===== config.mk =====
export PLATFORM = sky130hd
export DESIGN_NAME = mfp_pixel_gen
export DESIGN_NICKNAME = d
export VERILOG_FILES = /design/src/hdl/mono_framebuffer_plotter_core_macros.svh /design/src/hdl/mfp_pkg.sv /design/src/hdl/mfp_pixel_gen.sv
export SDC_FILE = /design/constraint.sdc
export NUM_CORES = 1
export LEC_CHECK = 0
export BUFFER_PORTS_ARGS = -buffer_cell sky130_fd_sc_hd__buf_2
export CORE_ASPECT_RATIO = 1.4
export CORE_MARGIN = 2
export CORE_UTILIZATION = 40
export DETAILED_ROUTE_END_ITERATION = 10
export PLACE_DENSITY_LB_ADDON = 0.1
export SYNTH_ARGS = -nofsm -noshare
export SYNTH_HDL_FRONTEND = slang
export SYNTH_SLANG_ARGS = --single-unit

===== constraint.sdc =====
create_clock -name clk -period 13.59 [get_ports clk]
set_input_delay 0.6795 -clock clk [delete_from_list [all_inputs] [get_ports clk]]
set_output_delay 0.6795 -clock clk [all_outputs]
set_load 0.005 [all_outputs]

===== src/hdl/mono_framebuffer_plotter_core_macros.svh =====
// Assertion macros for the frame-store plotter RTL; mfp_rmw is the file that includes them.
// Each macro expects a clock named clk and a synchronous reset named rst in scope.
`ifndef MONO_FRAMEBUFFER_PLOTTER_CORE_MACROS_SVH
`define MONO_FRAMEBUFFER_PLOTTER_CORE_MACROS_SVH

// The consequent must hold in the same cycle as the antecedent.
`define MFP_ASSERT_IMP(lbl, ante, cons, msg) \
  lbl: assert property (@(posedge clk) disable iff (rst) (ante) |-> (cons)) \
    else $error(msg);

// The consequent must hold in the cycle after the antecedent.
`define MFP_ASSERT_NXT(lbl, ante, cons, msg) \
  lbl: assert property (@(posedge clk) disable iff (rst) (ante) |=> (cons)) \
    else $error(msg);

`endif


===== src/hdl/mfp_pkg.sv =====
// Package for the frame-store plotter: action codes, pipeline types and constants.
// It has no dependencies and is used by every module of the block but mfp_frame_ram.
`default_nettype none

package mfp_pkg;

  // Widths fixed by the item format.
  localparam int COORD_W      = 8;
  localparam int STORE_ADDR_W = 13;
  localparam int TDATA_W      = 56;

  // Bit positions of the fields in s_tdata.
  localparam int X_LSB      = 0;
  localparam int Y_LSB      = 8;
  localparam int W_LSB      = 16;
  localparam int H_LSB      = 24;
  localparam int COLOUR_BIT = 32;
  localparam int BADDR_LSB  = 33;
  localparam int BVAL_LSB   = 46;

  localparam logic [7:0] MASK_MSB   = 8'h80;
  localparam logic [7:0] BYTE_WHITE = 8'hFF;

  typedef enum logic [1:0] {
    ACT_PLOT  = 2'd0,
    ACT_FILL  = 2'd1,
    ACT_WRITE = 2'd2,
    ACT_READ  = 2'd3
  } action_t;

  typedef enum logic [1:0] {
    OP_PIXEL = 2'd0,
    OP_WRITE = 2'd1,
    OP_READ  = 2'd2
  } mem_op_t;

  // One memory access on its way through the read-modify-write path.
  typedef struct packed {
    logic                    valid;
    mem_op_t                 op;
    logic                    hit;
    logic [STORE_ADDR_W-1:0] addr;
    logic [7:0]              mask;
    logic                    set;
    logic [7:0]              value;
  } pipe_op_t;

  // Status returned from the read-modify-write stage to the front end.
  typedef struct packed {
    logic clr_busy;
    logic rd_busy;
  } rmw_status_t;

endpackage

`default_nettype wire


===== src/hdl/mfp_pixel_gen.sv =====
// Front end: accepts items, walks rectangles pixel by pixel, rotates and
// bounds-checks each pixel and issues one memory access per cycle. Uses mfp_pkg.
`default_nettype none

module mfp_pixel_gen #(
  parameter int PANEL_WIDTH  = 200,
  parameter int PANEL_HEIGHT = 200
) (
  input  wire logic                         clk,
  input  wire logic                         rst,
  input  wire logic                         cfg_we,
  input  wire logic [1:0]                   cfg_wdata,
  input  wire logic                         s_tvalid,
  output logic                              s_tready,
  input  wire logic [mfp_pkg::TDATA_W-1:0]  s_tdata,
  input  wire logic [1:0]                   s_tuser,
  input  wire mfp_pkg::rmw_status_t         status,
  output mfp_pkg::pipe_op_t                 s1
);

  import mfp_pkg::*;

  localparam int ROW_BYTES   = (PANEL_WIDTH + 7) / 8;
  localparam int STORE_BYTES = ROW_BYTES * PANEL_HEIGHT;

  localparam logic [8:0]        W9     = 9'(PANEL_WIDTH);
  localparam logic [8:0]        H9     = 9'(PANEL_HEIGHT);
  localparam logic signed [9:0] W_S    = 10'(PANEL_WIDTH);
  localparam logic signed [9:0] H_S    = 10'(PANEL_HEIGHT);
  localparam logic [5:0]        ROW_B  = 6'(ROW_BYTES);
  localparam logic [13:0]       STORE_B = 14'(STORE_BYTES);

  // Item fields.
  action_t                 in_act;
  logic [7:0]              in_x, in_y, in_w, in_h, in_val;
  logic                    in_colour;
  logic [STORE_ADDR_W-1:0] in_baddr;

  assign in_act    = action_t'(s_tuser);
  assign in_x      = s_tdata[X_LSB +: 8];
  assign in_y      = s_tdata[Y_LSB +: 8];
  assign in_w      = s_tdata[W_LSB +: 8];
  assign in_h      = s_tdata[H_LSB +: 8];
  assign in_colour = s_tdata[COLOUR_BIT];
  assign in_baddr  = s_tdata[BADDR_LSB +: STORE_ADDR_W];
  assign in_val    = s_tdata[BVAL_LSB +: 8];

  // Walker registers.
  logic                    busy;
  action_t                 act;
  logic [1:0]              rotation;
  logic [8:0]              cur_x, cur_y, x_start, x_end, y_end;
  logic                    colour;
  logic [STORE_ADDR_W-1:0] baddr;
  logic [7:0]              bval;

  // A read waits until no earlier read result is pending anywhere.
  logic s1_rd, accept;
  assign s1_rd    = s1.valid && (s1.op == OP_READ);
  assign s_tready = !busy && !status.clr_busy &&
                    ((in_act != ACT_READ) || (!status.rd_busy && !s1_rd));
  assign accept   = s_tvalid && s_tready;

  // Rectangle end points, clipped to the panel.
  logic [8:0] sum_x, sum_y, clip_x, clip_y;
  logic       fill_empty;
  assign sum_x      = 9'(in_x) + 9'(in_w);
  assign sum_y      = 9'(in_y) + 9'(in_h);
  assign clip_x     = (sum_x > W9) ? W9 : sum_x;
  assign clip_y     = (sum_y > H9) ? H9 : sum_y;
  assign fill_empty = (clip_x <= 9'(in_x)) || (clip_y <= 9'(in_y));

  // Rotation of the current pixel.
  logic signed [9:0] sx, sy, rx, ry;
  logic              in_panel, rot_ok;
  assign sx = signed'({2'b00, cur_x[7:0]});
  assign sy = signed'({2'b00, cur_y[7:0]});

  always_comb begin
    case (rotation)
      2'd1: begin
        rx = W_S - 10'sd1 - sy;
        ry = sx;
      end
      2'd2: begin
        rx = W_S - 10'sd1 - sx;
        ry = H_S - 10'sd1 - sy;
      end
      2'd3: begin
        rx = sy;
        ry = H_S - 10'sd1 - sx;
      end
      default: begin
        rx = sx;
        ry = sy;
      end
    endcase
  end

  assign in_panel = (cur_x < W9) && (cur_y < H9);
  assign rot_ok   = (rx >= 10'sd0) && (rx < W_S) && (ry >= 10'sd0) && (ry < H_S);

  // Byte address and bit mask of the rotated pixel.
  logic [13:0]             prod;
  logic [STORE_ADDR_W-1:0] pix_addr;
  assign prod     = 14'(ry[7:0]) * 14'(ROW_B);
  assign pix_addr = STORE_ADDR_W'(prod + 14'(rx[7:3]));

  // Access issued this cycle.
  pipe_op_t s1_next;
  always_comb begin
    s1_next       = '0;
    s1_next.op    = OP_PIXEL;
    s1_next.valid = busy;
    s1_next.set   = colour;
    s1_next.value = bval;
    case (act)
      ACT_WRITE: begin
        s1_next.op   = OP_WRITE;
        s1_next.hit  = {1'b0, baddr} < STORE_B;
        s1_next.addr = baddr;
      end
      ACT_READ: begin
        s1_next.op   = OP_READ;
        s1_next.hit  = {1'b0, baddr} < STORE_B;
        s1_next.addr = baddr;
      end
      default: begin
        s1_next.op   = OP_PIXEL;
        s1_next.hit  = in_panel && rot_ok;
        s1_next.addr = pix_addr;
        s1_next.mask = MASK_MSB >> rx[2:0];
      end
    endcase
  end

  logic x_last, y_last, single;
  assign x_last = (cur_x + 9'd1) == x_end;
  assign y_last = (cur_y + 9'd1) == y_end;
  assign single = (act == ACT_WRITE) || (act == ACT_READ);

  // Item capture, rectangle walk and the rotation register.
  always_ff @(posedge clk) begin
    if (rst) begin
      busy     <= 1'b0;
      rotation <= 2'd0;
      s1       <= '0;
    end else begin
      s1 <= s1_next;
      if (cfg_we) begin
        rotation <= cfg_wdata;
      end
      if (accept) begin
        act     <= in_act;
        cur_x   <= 9'(in_x);
        cur_y   <= 9'(in_y);
        x_start <= 9'(in_x);
        colour  <= in_colour;
        baddr   <= in_baddr;
        bval    <= in_val;
        if (in_act == ACT_FILL) begin
          x_end <= clip_x;
          y_end <= clip_y;
          busy  <= !fill_empty;
        end else begin
          x_end <= 9'(in_x) + 9'd1;
          y_end <= 9'(in_y) + 9'd1;
          busy  <= 1'b1;
        end
      end else if (busy) begin
        if (single || (x_last && y_last)) begin
          busy <= 1'b0;
        end else if (x_last) begin
          cur_x <= x_start;
          cur_y <= cur_y + 9'd1;
        end else begin
          cur_x <= cur_x + 9'd1;
        end
      end
    end
  end

endmodule

`default_nettype wire


After elaboration in Yosys (flattened, before gate mapping)
Cells that the tools add are included.
{"block": "word_totals", "reg_bits": 105, "input_bits": 66, "out_inout_bits": 35, "wordCells": 99}
{"block": "classes", "add_sub_neg": 9, "n_mul": 1, "n_lt_le_gt_ge": 11, "eq_ne": 11, "shifts": 1, "n_mux": 19, "n_bitwise": 1, "reduce_logical": 26}
{"cell": "$mux 9", "count": 10}
{"cell": "$pmux 10 s3", "count": 2}
{"cell": "$pmux 16 s2", "count": 1}
{"cell": "$ge 10x1->1 const B", "count": 2}
{"cell": "$lt 10x9->1 const B", "count": 2}
{"cell": "$add 8x1->9 const B", "count": 2}
{"cell": "$add 8x8->9", "count": 2}
{"cell": "$add 9x1->9 const B", "count": 2}
{"cell": "$eq 9x9->1", "count": 2}
{"cell": "$gt 9x8->1 const B", "count": 2}
{"cell": "$le 9x8->1", "count": 2}
{"cell": "$lt 9x8->1 const B", "count": 2}
{"cell": "$sub 8x8->9 const A", "count": 2}
{"cell": "$mux 8", "count": 2}
{"cell": "$add 13x5->13", "count": 1}
{"cell": "$lt 13x13->1 const B", "count": 1}
{"cell": "$mul 8x5->13 const B", "count": 1}
{"cell": "$logic_and 1x1->1", "count": 11}
{"cell": "$eq 2x2->1 const B", "count": 5}
{"cell": "$shr 8x3->8 const A", "count": 1}
{"cell": "$logic_not 1->1", "count": 5}
{"cell": "$eq 2x1->1 const B", "count": 2}
{"cell": "$logic_or 1x1->1", "count": 4}
{"cell": "$mux 1", "count": 4}
{"cell": "7 further kinds", "count": 9}

Longest topological paths before layout
{"block": "depth", "ltp_word": 9, "depth_mapped": 20, "mapped_depth_nobuf": 19}

Worst setup path after synthesis
OpenSTA, ideal clock, no wires.
{"block": "synth_path", "kind": "input-to-reg", "startpoint": "in status[1] (netlist bit)", "endpoint": "reg busy", "setup_ns": 0.087, "t_arrival_ns": 5.257, "t_required_ns": 13.503, "slack_ns": 8.246, "cell_stages": 6, "n_path_buf": 0, "path_cell_list": "or2_2 a2111oi_2 o221ai_1 a21oi_1 nand4b_1 o31ai_1"}
{"block": "synth_via", "elab_chain_cells": 5}
{"item": "start: declaration", "line": "mfp_pixel_gen.sv:17", "text": "input wire mfp_pkg::rmw_status_t status,"}
{"item": "$logic_not 1->1", "line": "mfp_pixel_gen.sv:60", "text": "assign s_tready = !busy && !status.clr_busy &&"}
{"item": "$logic_and 1x1->1 (2 in series)", "line": "mfp_pixel_gen.sv:60"}
{"item": "$logic_and 1x1->1", "line": "mfp_pixel_gen.sv:62", "text": "assign accept = s_tvalid && s_tready;"}
{"item": "$mux 1", "line": "mfp_pixel_gen.sv:153", "text": "if (accept) begin"}
{"item": "end signal: assignment", "line": "mfp_pixel_gen.sv:164", "text": "busy <= !fill_empty;"}
{"item": "end: declaration", "line": "mfp_pixel_gen.sv:49", "text": "logic busy;"}
Every way passes these cells.
A chain may end at the register's enable or synchronous reset.

Worst setup path after layout
{"block": "layout_path", "startpoint": "reg rotation[1]", "endpoint": "reg s1[29] (netlist bit)"}
{"block": "layout_via", "elab_chain_cells": 5, "elab_cells_between_ends": 8, "cone_classes": "add/sub: 1; mul: 1; eq/ne: 3; mux: 3"}
{"item": "start: declaration", "line": "mfp_pixel_gen.sv:51", "text": "logic [1:0] rotation;"}
{"item": "start signal: assignment", "line": "mfp_pixel_gen.sv:151", "text": "rotation <= cfg_wdata;"}
{"item": "$eq 2x2->1 / $eq 2x1->1 (equally long branches)", "line": "mfp_pixel_gen.sv:80", "text": "case (rotation)"}
{"item": "$pmux 10 s3", "line": "mfp_pixel_gen.sv:80"}
{"item": "$mul 8x5->13", "line": "mfp_pixel_gen.sv:106", "text": "assign prod = 14'(ry[7:0]) * 14'(ROW_B);"}
{"item": "$add 13x5->13 *", "line": "mfp_pixel_gen.sv:107", "text": "assign pix_addr = STORE_ADDR_W'(prod + 14'(rx[7:3]));"}
{"item": "$pmux 16 s2 *", "line": "mfp_pixel_gen.sv:117", "text": "case (act)"}
{"item": "end signal: assignment", "line": "mfp_pixel_gen.sv:149", "text": "s1 <= s1_next;"}
{"item": "end: declaration", "line": "mfp_pixel_gen.sv:18", "text": "output mfp_pkg::pipe_op_t s1"}
Every way passes the cells marked *; elsewhere a longest branch is shown, timed or not.

==> summary.md <==
| Metric | Value |
|---|---|
| Chip Width | 119.1 µm |
| H-tree depth | 3 |
| Die Y | 165.1 µm |
| Vias post-DR | around 5.7k |
| Synth unique cells | 67 |
| Sinks on Clock Net | 105 |
| Hold crit path type | reg2reg |
| Setup TNS | 0 ns |
| Top post-synthesis cells by area | edfxtp_1 28%, ha_1 13%, dfxtp_1 10% |
| DR WL/cell | 15.70 µm |
| CTS tree | built |
| Commonest non-fill, non-tap cell in the layout | buf_2 |
| Placed insts | 1,073 |
| Syn_nets | between 900 and 1k |
| CTS resizes | 0 |
| Core area | 18,070 µm² |
| Minimum clock period | 5.264 ns |
| Top cell type's share of synthesized area | between 20% and 30% |
| Worst IR drop on VDD | 0.00005256 V |
| Asr flop ratio synth | 0% |
| Post-synthesis mux area share | 3.273% |
| Final Max Slew Viols | 0 |
| Actual slew at the worst max-slew pin | 1.033 ns |
| Rel. slew slack | 31.03% |
| Critical Path RT | around 14 ns |
| Max Freq | 190.0 MHz |
| Initial antenna violation count | 0 |
| CTS root buf | clkbuf_16 |
| Final Non-Filler Cells | 1,089 |
| Syn_area_per_cell | 9.783 µm² |
| Hold Path Depth | 1 |
| Top FF cell, synth | edfxtp_1 |
| Hold Path End | s1[31] |
| Share of cells above drive strength 1 | around 17% |
| Highest metal used | met4 |
| Most used cell, CP | ha_1 |
| First-pass GRT wire length | 27.90 mm |
| Pre-CTS setup slack | 8.324 ns |
| Sequential cell area | 2783 µm² |
| Slowest CP cell | dfxtp_1 |
| Syn-to-layout area delta | 13.92% |
| Post-synth EDFFs | 68 |
| Fin nets | slightly below 1k |
| RSZ-0062 raised after global routing | no |
| Initial Util | 41.04% |
| Final Hold Fails | 0 |
| Vias in the first global route | roughly 5.8k |
| Status | complete, no violations |
| Overall Power | around 910 µW |
| Mapped Area | 7416 µm² |
| Crit path max fanout | 26 |
| Post-route DRC | 0 |
| Worst clock skew | approximately 0.011 ns |
| Cell Rows | 58 |
| Post-Syn Instances | 758 |
| Die Area | 19,660 µm² |
| DP Area | 8150 µm² |
| Total congestion overflow | 0 |
| Antenna Cells | 0 |
| WL final | 17.10 mm |
| Leakage power | 3.610 nW |
| Met2 routed WL | between 9 and 10 mm |
| Seq/Total Area, Yosys | 37.52% |
| Critical path, cell by cell | nor4b_1 -> xor2_1 -> nor2_1 -> a21oi_1 -> ha_1 -> ha_1 -> ha_1 -> fa_1 -> a21o_1 -> a21oi_1 -> o21bai_1 -> a2111oi_0 -> o31ai_1 -> xnor2_1 -> a211oi_1 |
| Family with the most delay on the worst path | compound AO/OA/AOI/OAI gates |
| Largest net degree at the start of global routing | 35 |
| Pwr/cell area | 108.2 nW/µm² |
| Met3 wire len | 421 µm |
| FF-to-FF setup slack | 8.33 ns |
| Metal-1 WL | around 6.8 mm |
| Clock latency on the worst-skew pair | 0.35 ns |
| Critical Path Sink Type | flip-flop |
| Worst R2R End | s1[29] |
| Largest stage delay on the critical path | 1.01 ns |
| Hold slack | 0.4320 ns |
| Pre-antenna DRT Iters | 4 |
| Hold bufs inserted after CTS | 0 |
| Reg2Reg Depth | 15 |
| Vias/cell | 5.253 |
| CP bufs+invs | 0 |
| Overall Global Routing Usage | 17.68% |
| Final setup violation count | 0 |
| Clock buffer depth | 2 |
| Initial DRC count | 197 |
| Tcrit/Tclk final | between 30% and 40% |
| Area leader, netlist | edfxtp_1 |
| Yosys reg bits | 105 |
| Area of the multi-input gates | around 4300 µm² |
| Setup crit start kind | flip-flop |
| Synth Area in Simple Gates | between 10% and 20% |
| # IOs | 101 |
| Clock transition at path regs | 0.08 ns |
| Synth Area in XOR/XNOR | 10.07% |
| Compound-gate portion of the synthesized area | 13.75% |
| CP arrival | 5.53 ns |
| Fin util | a little under half |
| Post-route ant nets | 0 |
| Max Cap Viol | 0 |
| HP Start | act[0] |
| Design Area, Final | 8448 µm² |
| RePlAce Congestion | slightly above 0.8 |
| Worst r2r src | rotation[1] |
| Synthesis Warnings | 0 |
| Layout fillers | ~1.8k |
| CTS Buf Count | 9 |
| Synth Area in Adders | 14.98% |
| Setup Fix Bufs, Post-CTS | 0 |
| Post-DP HPWL | 13.77 mm |
| Worst Path Class, Setup | reg2reg |
| I/O Buffers | a little under 100 |
| Worst Slack Setup Final | 8.326 ns |
| Most frequent cells in the layout | 98 x buf_2, 76 x ha_1, 68 x nor2_1, 68 x edfxtp_1, 64 x nand2_1 |
| Dominant combinational cell family by area after synthesis | simple AND/OR/NAND/NOR gates |
==> layer usage <==
metal | GRT usage (%) | vias up
met3 | 1.957 | 21
met1 | 18.54 | 2706
met5 | 0 | -
met4 | 6.494 | 0
li1 | - | 2891
met2 | 35.79 | 102
==> power breakdown <==
group          leakage (nW)  internal, mW  switching [mW]  total (mW)
Combinational          2.54         0.130           0.159       0.290
Clock                 0.143         0.133           0.123       0.257
Sequential            0.930         0.359         0.00903       0.368
==> flip-flops by register name (all words and copies together) (netlist names) <==
| signal | cells |
|---|---|
| s1 | 34 |
| baddr | 13 |
| cur_x | 9 |
| cur_y | 9 |
| x_end | 9 |
| y_end | 9 |
| bval | 8 |
| x_start | 8 |
| act | 2 |
| rotation | 2 |
| busy | 1 |
| colour | 1 |
==> cell usage after synthesis (8+ instances only) <==
cell type  count
nand4_1       10
nor2b_1       14
a21o_1         8
xnor3_1        8
o31ai_1       12
dfxtp_1       37
o21ai_0       37
a211oi_1       8
xor2_1        20
nand3_1       21
ha_1          76
xnor2_1       42
clkbuf_1      20
or2_2          8
edfxtp_1      68
nor2_1        68
a21oi_1       43
nand2_1       64
fa_1           8
nand2b_1      12
mux2i_1       13
inv_1         48
nor3_1        16
==> final cells by class <==
| class | instances | area share [%] |
|---|---|---|
| repair buffers | 105 | 6.428 |
| multi-input cells | 574 | 51.38 |
| inverters | 49 | 2.177 |
| clock inverters | 6 | 0.6961 |
| clock buffers | 10 | 2.829 |
| well taps | 240 | 3.555 |
| flip-flops and latches | 105 | 32.94 |
==> worst max path at each step <==
stage	from	end	slack, ns	cells after the start
CTS	rotation[1]	s1[29]	8.30	15
floorplan	status[1]	busy	8.25	6
detailed placement	rotation[1]	s1[29]	8.32	15
global placement	rotation[1]	s1[29]	8.36	15
global route	rotation[1]	s1[29]	7.89	15
finish	rotation[1]	s1[29]	8.33	15
==> cells by family after synthesis <==
| logic type | after synthesis |
|---|---|
| simple gates | 245 |
| xor+xnor | 71 |
| flops | 105 |
| buf+inv | 79 |
| compound gates | 155 |
| fa+ha+maj | 84 |
| mux | 19 |
Power figures use the tool's default switching activity.
