### src/hdl/mono_framebuffer_plotter_core_macros.svh
// Assertion macros for the frame-store plotter RTL; mfp_rmw is the file that includes them.
// Each macro expects a clock named clk and a synchronous reset named rst in scope.
`ifndef MONO_FRAMEBUFFER_PLOTTER_CORE_MACROS_SVH
`define MONO_FRAMEBUFFER_PLOTTER_CORE_MACROS_SVH

// The consequent must hold in the same cycle as the antecedent.
`define MFP_ASSERT_IMP(lbl, ante, cons, msg) \
  lbl: assert property (@(posedge clk) disable iff (rst) (ante) |-> (cons)) \
    else $error(msg);

// The consequent must hold in the cycle after the antecedent.
`define MFP_ASSERT_NXT(lbl, ante, cons, msg) \
  lbl: assert property (@(posedge clk) disable iff (rst) (ante) |=> (cons)) \
    else $error(msg);

`endif

### src/hdl/mfp_pkg.sv
// Package for the frame-store plotter: action codes, pipeline types and constants.
// It has no dependencies and is used by every module of the block but mfp_frame_ram.
`default_nettype none

package mfp_pkg;

  // Widths fixed by the item format.
  localparam int COORD_W      = 8;
  localparam int STORE_ADDR_W = 13;
  localparam int TDATA_W      = 56;

  // Bit positions of the fields in s_tdata.
  localparam int X_LSB      = 0;
  localparam int Y_LSB      = 8;
  localparam int W_LSB      = 16;
  localparam int H_LSB      = 24;
  localparam int COLOUR_BIT = 32;
  localparam int BADDR_LSB  = 33;
  localparam int BVAL_LSB   = 46;

  localparam logic [7:0] MASK_MSB   = 8'h80;
  localparam logic [7:0] BYTE_WHITE = 8'hFF;

  typedef enum logic [1:0] {
    ACT_PLOT  = 2'd0,
    ACT_FILL  = 2'd1,
    ACT_WRITE = 2'd2,
    ACT_READ  = 2'd3
  } action_t;

  typedef enum logic [1:0] {
    OP_PIXEL = 2'd0,
    OP_WRITE = 2'd1,
    OP_READ  = 2'd2
  } mem_op_t;

  // One memory access on its way through the read-modify-write path.
  typedef struct packed {
    logic                    valid;
    mem_op_t                 op;
    logic                    hit;
    logic [STORE_ADDR_W-1:0] addr;
    logic [7:0]              mask;
    logic                    set;
    logic [7:0]              value;
  } pipe_op_t;

  // Status returned from the read-modify-write stage to the front end.
  typedef struct packed {
    logic clr_busy;
    logic rd_busy;
  } rmw_status_t;

endpackage

`default_nettype wire

### src/hdl/mfp_rmw.sv
// Read-modify-write stage: merges memory data with the last write, writes the
// new byte back, runs the clearing pass and holds the read result. Uses mfp_pkg.
`default_nettype none
`include "mono_framebuffer_plotter_core_macros.svh"

module mfp_rmw #(
  parameter int DEPTH  = 5000,
  parameter int ADDR_W = 13
) (
  input  wire logic              clk,
  input  wire logic              rst,
  input  wire mfp_pkg::pipe_op_t s1,
  input  wire logic [7:0]        rdata,
  output logic [ADDR_W-1:0]      raddr,
  output logic                   we,
  output logic [ADDR_W-1:0]      waddr,
  output logic [7:0]             wdata,
  output mfp_pkg::rmw_status_t   status,
  output logic                   m_tvalid,
  input  wire logic              m_tready,
  output logic [7:0]             m_tdata
);

  import mfp_pkg::*;

  localparam logic [ADDR_W-1:0] LAST_ADDR = ADDR_W'(DEPTH - 1);

  pipe_op_t                s2;
  logic                    s2_rd;
  logic                    fwd_valid;
  logic [STORE_ADDR_W-1:0] fwd_addr;
  logic [7:0]              fwd_data;
  logic                    clr_busy;
  logic [ADDR_W-1:0]       clr_addr;
  logic                    out_valid;
  logic [7:0]              out_data;

  assign raddr = s1.addr[ADDR_W-1:0];
  assign s2_rd = s2.valid && (s2.op == OP_READ);

  // The write of the previous cycle is not yet in the read data.
  logic [7:0] merged, new_byte;
  logic       pipe_we;
  assign merged = (fwd_valid && (fwd_addr == s2.addr)) ? fwd_data : rdata;

  always_comb begin
    case (s2.op)
      OP_PIXEL: new_byte = s2.set ? (merged | s2.mask) : (merged & ~s2.mask);
      OP_WRITE: new_byte = s2.value;
      default:  new_byte = merged;
    endcase
  end

  assign pipe_we = s2.valid && s2.hit && (s2.op != OP_READ);

  // The clearing pass owns the write port until it ends.
  assign we    = clr_busy || pipe_we;
  assign waddr = clr_busy ? clr_addr : s2.addr[ADDR_W-1:0];
  assign wdata = clr_busy ? BYTE_WHITE : new_byte;

  assign status.clr_busy = clr_busy;
  assign status.rd_busy  = out_valid || s2_rd;
  assign m_tvalid        = out_valid;
  assign m_tdata         = out_data;

  // Pipeline, forwarding, clearing pass and the output register.
  always_ff @(posedge clk) begin
    if (rst) begin
      s2        <= '0;
      fwd_valid <= 1'b0;
      clr_busy  <= 1'b1;
      clr_addr  <= '0;
      out_valid <= 1'b0;
    end else begin
      s2        <= s1;
      fwd_valid <= pipe_we;
      fwd_addr  <= s2.addr;
      fwd_data  <= new_byte;
      if (clr_busy) begin
        if (clr_addr == LAST_ADDR) begin
          clr_busy <= 1'b0;
        end else begin
          clr_addr <= clr_addr + ADDR_W'(1);
        end
      end
      if (s2_rd) begin
        out_valid <= 1'b1;
        out_data  <= s2.hit ? merged : 8'h00;
      end else if (m_tready) begin
        out_valid <= 1'b0;
      end
    end
  end

  `MFP_ASSERT_IMP(a_no_access_in_clear, clr_busy, !s2.valid, "access during clearing pass")
  `MFP_ASSERT_IMP(a_read_slot_free, s2_rd, !out_valid, "read result overwrites pending result")
  `MFP_ASSERT_NXT(a_read_reaches_out, s2_rd, out_valid, "read result not presented")

endmodule

`default_nettype wire

### config.mk
export PLATFORM = sky130hd
export DESIGN_NAME = mfp_rmw
export DESIGN_NICKNAME = d
export VERILOG_FILES = /design/src/hdl/mfp_pkg.sv /design/src/hdl/mfp_rmw.sv
export VERILOG_INCLUDE_DIRS = /design/src /design/src/hdl
export SDC_FILE = /design/constraint.sdc
export NUM_CORES = 1
export LEC_CHECK = 0
export BUFFER_PORTS_ARGS = -buffer_cell sky130_fd_sc_hd__buf_4
export CORE_ASPECT_RATIO = 0.8
export CORE_MARGIN = 2
export CORE_UTILIZATION = 40
export CTS_CLUSTER_SIZE = 14
export DETAILED_ROUTE_END_ITERATION = 6
export HOLD_SLACK_MARGIN = 0.15
export PLACE_DENSITY_LB_ADDON = 0.15
export SYNTH_ARGS = -nofsm -noshare
export SYNTH_HDL_FRONTEND = slang
export SYNTH_SLANG_ARGS = --single-unit
### constraint.sdc
create_clock -name clk -period 2.4 [get_ports clk]
set_input_delay 0.6 -clock clk [delete_from_list [all_inputs] [get_ports clk]]
set_output_delay 0.6 -clock clk [all_outputs]
set_load 0.03 [all_outputs]
* Yosys cells after proc, flatten, opt, wreduce, memory -nomap -nowiden
Cells that the tools add are included.
** Operators by class
- Add/subtract/negate cells :: 1
- Equality and inequality tests :: 5
- Muxes and demuxes :: 9
- Reductions and logical operators :: 10
- Bitwise gates (word level) :: 5
** Operator list (number)
- $mux 8 :: 3
- $pmux 8 s2 :: 1
- $add 13x1->13 const B :: 1
- $eq 13x13->1 :: 1
- $eq 13x13->1 const B :: 1
- $mux 13 :: 1
- $and 8x8->8 :: 1
- $not 8->8 :: 1
- $or 8x8->8 :: 1
- $logic_and 1x1->1 :: 4
- $mux 1 :: 4
- $reduce_and 2->1 :: 2
- $eq 2x1->1 const B :: 1
- $eq 2x2->1 const B :: 1
- $logic_not 2->1 :: 1
- $logic_or 1x1->1 :: 2
- $ne 2x2->1 const B :: 1
- $not 1->1 :: 2
- $reduce_bool 2->1 :: 1
** Word-level totals
- Register bits after elaboration :: 79
- Input port bits :: 45
- Output and inout bits :: 46

* Logic depth before layout (Yosys ltp)
Gate-level depths: netlist of the first run.
- Depth in word-level cells :: 7
- Mapped depth :: 6
- Depth with buffers taken out :: 6

* Worst setup path after synthesis of the first run
Ideal clock, no wire load.
- Path kind :: register to output
- Start :: reg fwd_addr[4]
- End :: out wdata[0]
- Data required time :: 1800 ps
- Stages on the path, launching flop included :: 7
- Path slack :: -552 ps
- Arrival time :: 2352 ps
- Path buffers :: 1
- Path through :: edfxtp_1 xnor2_1 nand4_1 nor4_4 buf_6 mux2_2 o21ai_0
** On the way
- Longest elaborated chain between the ends :: 7
- Elaborated cells on any way between the ends :: 8
- Classes of those cells :: eq/ne: 1; mux: 4; bitwise: 2; reduce/logical: 1
** Ends and longest elaborated chain
- start: declaration :: line mfp_rmw.sv:31 : logic [STORE_ADDR_W-1:0] fwd_addr;
- start signal: assignment :: line mfp_rmw.sv:77 : fwd_addr <= s2.addr;
- $eq 13x13->1 * :: line mfp_rmw.sv:44 : assign merged = (fwd_valid && (fwd_addr == s2.addr)) ? fwd_data : rdata;
- $logic_and 1x1->1 * :: line mfp_rmw.sv:44
- $mux 8 * :: line mfp_rmw.sv:44
- $and 8x8->8 or $or 8x8->8 (tied branches) :: line mfp_rmw.sv:48 : OP_PIXEL: new_byte = s2.set ? (merged | s2.mask) : (merged & ~s2.mask);
- $mux 8 :: line mfp_rmw.sv:48
- $pmux 8 s2 * :: line mfp_rmw.sv:47 : case (s2.op)
- $mux 8 * :: line mfp_rmw.sv:59 : assign wdata = clr_busy ? BYTE_WHITE : new_byte;
- end: declaration :: line mfp_rmw.sv:17 : output logic [7:0] wdata,
Mark *: on every way between the ends. The rest lies on a longest branch, timed or not.

* Worst setup path after layout of the first run
- Start :: reg fwd_addr[7]
- End :: out wdata[7]
Same word-level chain as after synthesis.

==> metrics, run 1 <==
outcome complete, but fails checks; failing checks setup timing; Cell Chain, Critical Path xnor2_2, nand4_1, nor4_4, buf_12, mux2_2, o21ai_2, buf_6; Worst EP arrival ~2.3 ns; PwrDens ~590 mW/mm2; FF-to-FF path depth 7; die width 109 um; CP Max Fanout 11; Rows 30; clk sinks 79; Worst Tran Pin Value 0.637 ns; Syn Nets 385; initial drt markers 111; gr usage total 16.8%; Clk Latency, worst-skew pair 0.35 ns; synthesized cell area 0.00352 mm2; share of cells above drive strength 1 37.6%; r2r endpoint m_tdata[1]; instance area after placement roughly 0.0044 mm2; hold path cells 2; final core utilization between 50% and 60%; Inserted Clock Buffers 9; total die area 0.00958 mm2; CP required 1.80 ns; Hold Crit Start s1[3]; Setup-failing EPs final 8; internal power 0.00201 W; ANT nets after route 0; Sw Share about 27%; max incr delay on CP 0.43 ns; fillers around 760; initial antenna violation count 0; IO Port Bufs 90; Detailed Routing Iterations Pass 1 4; Root Driver clkbuf_8; Mapped Avg Cell Area 10.4 um2; fin area around 0.0047 mm2; top cell type's share of synthesized area 28.4%; DPL Wire Length 5690 um; combinational share of power between 10% and 20%; max_cap viols 0; CP endpoint kind output pin; hold buffers post-CTS 0; area of the multi-input gates approximately 0.0016 mm2; CTS H-tree lvls 3; largest net degree at the start of global routing 49; GRT Residual Overflow 0; cell with the most instances after synthesis nor2b_1; nets 480; first-pass GRT wire length 12100 um; cell family with most CP delay simple AND/OR/NAND/NOR gates; Hold Path Class input pin to register; critical path's slowest cell edfxtp_1; drt total wl 7650 um; Layout area overhead 32.5%; Overall Power about 0.0028 W; setup ws final -0.495 ns; Peak VDD IR 0.000302 V; Vias 2520; Post-synth EDFFs 29; worst r2r src fwd_addr[7]; top post-synthesis cells by area dfxtp_1, edfxtp_1, nor2b_1; fin crit share 121%; IO Count 91; Syn Inst Count 339; hold worst-path end s2[3]; gpl congestion 0.817; CTS Buffer Depth 2; antenna cells 0; RSZ-0062 raised after global routing yes; Startpoint Class register; Seq/Total Area, Yosys 53.1%; worst reg2reg setup slack 0.36 ns; Tmin final between 2 and 3 ns; Core ar. 0.00852 mm2; Setup Skew 0.0114 ns; TritonCTS clock tree done; final hold violations 0; Main synth FF type dfxtp_1; relative slew slack between 50% and 60%; synth unique cells 34; area leader, netlist dfxtp_1; critical path type register to output pin; vias in the first global route 2364; die height 87.9 um; DRC viols 0; Starting Density 41.4%; Clock Power Share 34.1%; Leak 1.92 nW; maximum clock rate 0.345 GHz; crit path launch fwd_addr[7]; P_sw 0.000740 W; WL/cell roughly 14 um; part of the power in registers 54.5%; Storage cell area 0.00187 mm2; clock slew at reported path FFs 0.09 ns; crit path buf inv count 2; #FFs+latches synth a little under 80; Synth async-reset ratio 0%; Synth top cells by count nor2b_1, dfxtp_1, nor2_1; Ys Warns 0; pins over their slew limit 0; vias per cell 4.57
timing repair:
item / in CTS / in global routing
resized for setup: 11 / 6
pin swaps: 2 / 2
endpoints found under the setup margin: 8 / 10
buffers inserted: 0 / 2
stage by stage:
stage	hold WS [ns]	setup TNS (ns)	setup WS [ns]	instances
after floorplan	0.447	-0.141	-0.0621	339
after global routing	0.427	-4.45	-0.572	551
after detailed placement	0.473	-1.17	-0.192	533
after global placement	0.471	-0.994	-0.159	533
final	0.453	-3.79	-0.495	551
after CTS	0.435	-3.89	-0.499	549
cell usage in the layout, fill, tap and decap left out, types with 2 or more instances in the layout:
| cell | instances |
|---|---|
| mux2_2 | 16 |
| o21ai_0 | 3 |
| inv_1 | 4 |
| buf_4 | 103 |
| clkbuf_8 | 9 |
| nor2b_1 | 51 |
| mux2_4 | 4 |
| o21ai_2 | 4 |
| nand2b_1 | 3 |
| o21ai_4 | 3 |
| buf_6 | 7 |
| xnor2_2 | 5 |
| and3_1 | 2 |
| a21oi_1 | 21 |
| nand4_1 | 7 |
| edfxtp_1 | 29 |
| xor2_1 | 6 |
| nand3b_1 | 7 |
| mux2i_1 | 9 |
| inv_8 | 2 |
| dfxtp_1 | 48 |
| dfxtp_2 | 2 |
| nand2_1 | 18 |
| inv_6 | 3 |
| or3_1 | 3 |
| nor2_1 | 42 |
| nand3_1 | 4 |
| xnor2_1 | 10 |
worst max-delay path by stage:
stage                           to  slack [ns]  cells past startpoint
after global routing      wdata[5]       -0.57                      7
after detailed placement  wdata[4]       -0.19                      7
after floorplan           wdata[0]       -0.06                      6
final                     wdata[7]       -0.49                      7
after CTS                 wdata[7]       -0.50                      7
after global placement    wdata[4]       -0.16                      7
cell families after synthesis:
family | after synthesis | synth area share, %
mux | 29 | 8.95
compound gates | 33 | 4.79
fa+ha+maj | 1 | 0.355
buf+inv | 31 | 5.04
xor+xnor | 21 | 5.22
simple gates | 145 | 22.5
flops | 79 | 53.1
layout make-up:
cell class                      instances  share of cell area, %
Sequential cell                        79                   40.1
Clock inverter                          7                   1.34
Inverter                                4                  0.322
Clock buffer                            9                   2.65
Tap cell                              112                   3.00
Timing Repair Buffer                  111                   18.7
Multi-Input combinational cell        229                   33.9
power groups by stage:
stage	combinational, W	sequential (W)	clock [W]
6_report	0.000314	0.00150	0.000938
5_1_grt	0.000341	0.00151	0.00103
4_1_cts	0.000313	0.00150	0.000973
3_5_place_dp	0.000308	0.00153	0
3_3_place_gp	0.000305	0.00153	0
2_1_floorplan	0.000195	0.00151	0
worst reg2reg max path, stage by stage, from the launching register on:
cell	delay (ns)
edfxtp_1	0.43
xnor2_2	0.20
nand4_1	0.17
nor4_4	0.33
buf_12	0.18
mux2i_1	0.27
buf_4	0.16
nor2b_1	0.05
metal layers:
metal	wire, um	global-route usage, %
met5	0	0
met4	56	3.96
met3	393	4.61
met2	3050	22.0
met1	4150	26.7
sequential cells by signal, indices dropped and copies added, names as in the netlist:
signal	count
clr_addr	13
clr_busy	1
fwd_addr	13
fwd_data	8
fwd_valid	1
m_tdata	8
m_tvalid	1
s2	34
(Power assumes the default switching activity.)
==> run 2: changes to the inputs <==
- ABC_AREA: unset -> 1
==> run 2 against run 1 <==
Against the previous run:
- highest routed layer unchanged
- clock-buffer cell count grew 2
- the flow still finishes with violations (setup timing)
- total power grew 19%
- setup slack gained 0.31 ns
- design area grew 1.3%
- clock power grew 56%
- worst hold slack lost 0.017 ns
- clock skew shrank 0.0090 ns
- largest power group unchanged
- critical path type unchanged
==> metrics, run 2 <==
synth unique cells 25; largest net degree at the start of global routing 32; DPL Wire Length 6220 um; relative slew slack 59.4%; xor and xnor area share after synthesis 2.18%; Regs by FF count s2 x34, clr_addr x13, fwd_addr x13; Inserted Clock Buffers 9; outcome complete, but fails checks; Hold Crit Start s2[24]; Layout area overhead 30.6%; Starting Density 40.6%; Overall Power 0.00326 W; fin crit share 108%; pins over their slew limit 0; main combinational cell family by area after synthesis simple AND/OR/NAND/NOR gates; Clk Latency, worst-skew pair ~0.33 ns; initial antenna violation count 0; Tmin final about 2.6 ns; commonest non-fill, non-tap cells in the layout nand2_1, buf_4, inv_1, nor2_1, dfxtp_1; die height 89.1 um; ANT nets after route 0; Mapped Avg Cell Area 7.83 um2; nets roughly 600; Core ar. 0.00892 mm2; mux contribution to synthesized area 0%; IO Count 91; Main synth FF type dfxtp_1; Synth async-reset ratio 0%; WL/cell between 10 and 15 um; TritonCTS clock tree done; Cell Chain, Critical Path nand2_2, nand2_1, nor2_1, nand2_2, nor2_4, nand2_4, nand2_2, nand2_1, nand2_1, nand4_1, buf_6; GRT Residual Overflow 0; gr usage total 17.5%; setup ws final -0.187 ns; vias in the first global route 2801; Hold Path Class register to register; clk sinks slightly below 80; hold path cells 0; RSZ-0062 raised after global routing yes; CTS Buffer Depth 2; max_cap viols 0; PwrDens 690 mW/mm2; antenna cells 0; Rows 31; CP Max Fanout 8; Ys Warns 0; CP required 1.80 ns; Biggest register s2; share of cells above drive strength 1 25.5%; drt total wl 8600 um; Synth Area in Simple Gates 25.1%; vias per cell 4.65; CP endpoint kind output pin; Setup Skew around 0.0024 ns; Leak 2.17 nW; Peak VDD IR 0.000431 V; max incr delay on CP 0.41 ns; maximum clock rate between 0.3 and 0.4 GHz; cell with the most instances after synthesis nand2_1; die width about 110 um; Vias 3114; #FFs+latches synth about 80; Adder-Cell Fraction of Synth Area 0.345%; hold worst-path end fwd_addr[7]; Syn Inst Count 463; Synth top cells by count nand2_1, inv_1, dfxtp_1, nor2_1, nand3_1; commonest non-fill, non-tap cell in the layout nand2_1; Syn Nets around 500; final std cells w/o fill 669; IO Port Bufs 90; Synth Area in Compound Gates 8.18%; Seq/Total Area, Yosys slightly above 50%; Root Driver clkbuf_16; Fin Setup TNS -1.40 ns; clock slew at reported path FFs ~0.060 ns; Largest register FFs 34; Worst Tran Pin Value 0.607 ns; initial drt markers 168; worst reg2reg setup slack 0.65 ns; Worst EP arrival 1.99 ns; DRC viols 0; Post-synth EDFFs 29; area leader, netlist dfxtp_1; synthesized cell area 0.00362 mm2; Startpoint Class register; critical path's slowest cell edfxtp_1; FF-to-FF path depth 11; worst r2r src fwd_addr[3]; top post-synthesis cells by area dfxtp_1, edfxtp_1, nand2_1; r2r endpoint fwd_data[0]; gpl congestion around 0.84; critical path type register to output pin; Placed Cells 649; failing checks setup timing; CTS H-tree lvls 3; Setup-failing EPs final 8; total die area 0.00984 mm2; first-pass GRT wire length 13400 um; Detailed Routing Iterations Pass 1 4; top cell type's share of synthesized area 27.6%; final hold violations 0
## run 2: cell types whose count changed in the layout (fill, tap and decap cells not counted), sizes merged, moves of 6 or more
cell	delta
nand2	+100
inv	+68
nor2b	-51
nand3	+28
mux2	-20
o21ai	+15
xnor2	-15
buf	-13
nor2	+12
mux2i	-9
a21oi	+8
nand3b	-7
nand4	-6
nor3	+6
## run 2: metrics by stage
| step | area (um2) | hold slack [ns] | setup WS (ns) | utilization (%) |
|---|---|---|---|---|
| after floorplan | 3620 | 0.408 | 0.356 | - |
| after global placement | 4340 | 0.416 | 0.115 | 48.6 |
| after detailed placement | 4340 | 0.426 | 0.0704 | 48.6 |
| after CTS | 4720 | 0.440 | -0.210 | 52.9 |
| after global routing | 4730 | 0.454 | -0.321 | 53.0 |
| final | 4730 | 0.436 | -0.187 | 53.0 |
## run 2: kinds of logic (layout without fill, tap and decap cells)
family / Yosys count / after routing
AOI/OAI and AO/OA: 54 / 54
buffers and inverters: 103 / 192
adders and majority gates: 1 / 1
DFF: 79 / 79
xor gates and xnor gates: 9 / 9
and+or+nand+nor: 217 / 219
## run 2: cell type report
type	count	area (um2)
Clock buffer	11	243
Timing Repair Buffer	98	767
Multi-Input combinational cell	283	1330
Tap cell	115	144
Inverter	78	293
Fill cell	865	4190
Sequential cell	79	1880
Clock inverter	5	81.3
## run 2: report_power, final
part | leakage [nW] | internal [W] | total (W) | switching, W
logic | 1.31 | 0.000130 | 0.000315 | 0.000185
registers | 0.703 | 0.00145 | 0.00148 | 0.0000302
clock network | 0.156 | 0.000939 | 0.00146 | 0.000526
## run 2: critical path, delay by kind of cell (launching register included)
family / cells / cell delay [ns]
DFF: 1 / 0.41
buffers and inverters: 1 / 0.18
and+or+nand+nor: 10 / 1.04
## run 2: metal layers
layer	vias to the layer above	routed length [um]	GRT usage, %
li1	1610	-	-
met1	1400	4170	23.7
met2	91	3770	26.9
met3	13	532	5.15
met4	0	119	6.59
met5	-	0	0
## run 2: worst max-delay path by stage
stage                     start       end  slack (ns)
floorplan           fwd_addr[0]  wdata[0]        0.36
global placement         s2[19]  wdata[4]        0.12
detailed placement       s2[19]  wdata[2]        0.07
CTS                 fwd_addr[3]  wdata[5]       -0.21
global route        fwd_addr[3]  wdata[0]       -0.32
finish              fwd_addr[3]  wdata[0]       -0.19
## run 2: timing repair
item                       CTS  global route
hold buffers                 0             0
gates resized for setup     12             3
pin swaps                    5             2
buffers inserted             2             0
setup endpoints to repair    8             8
gates cloned                 2             0
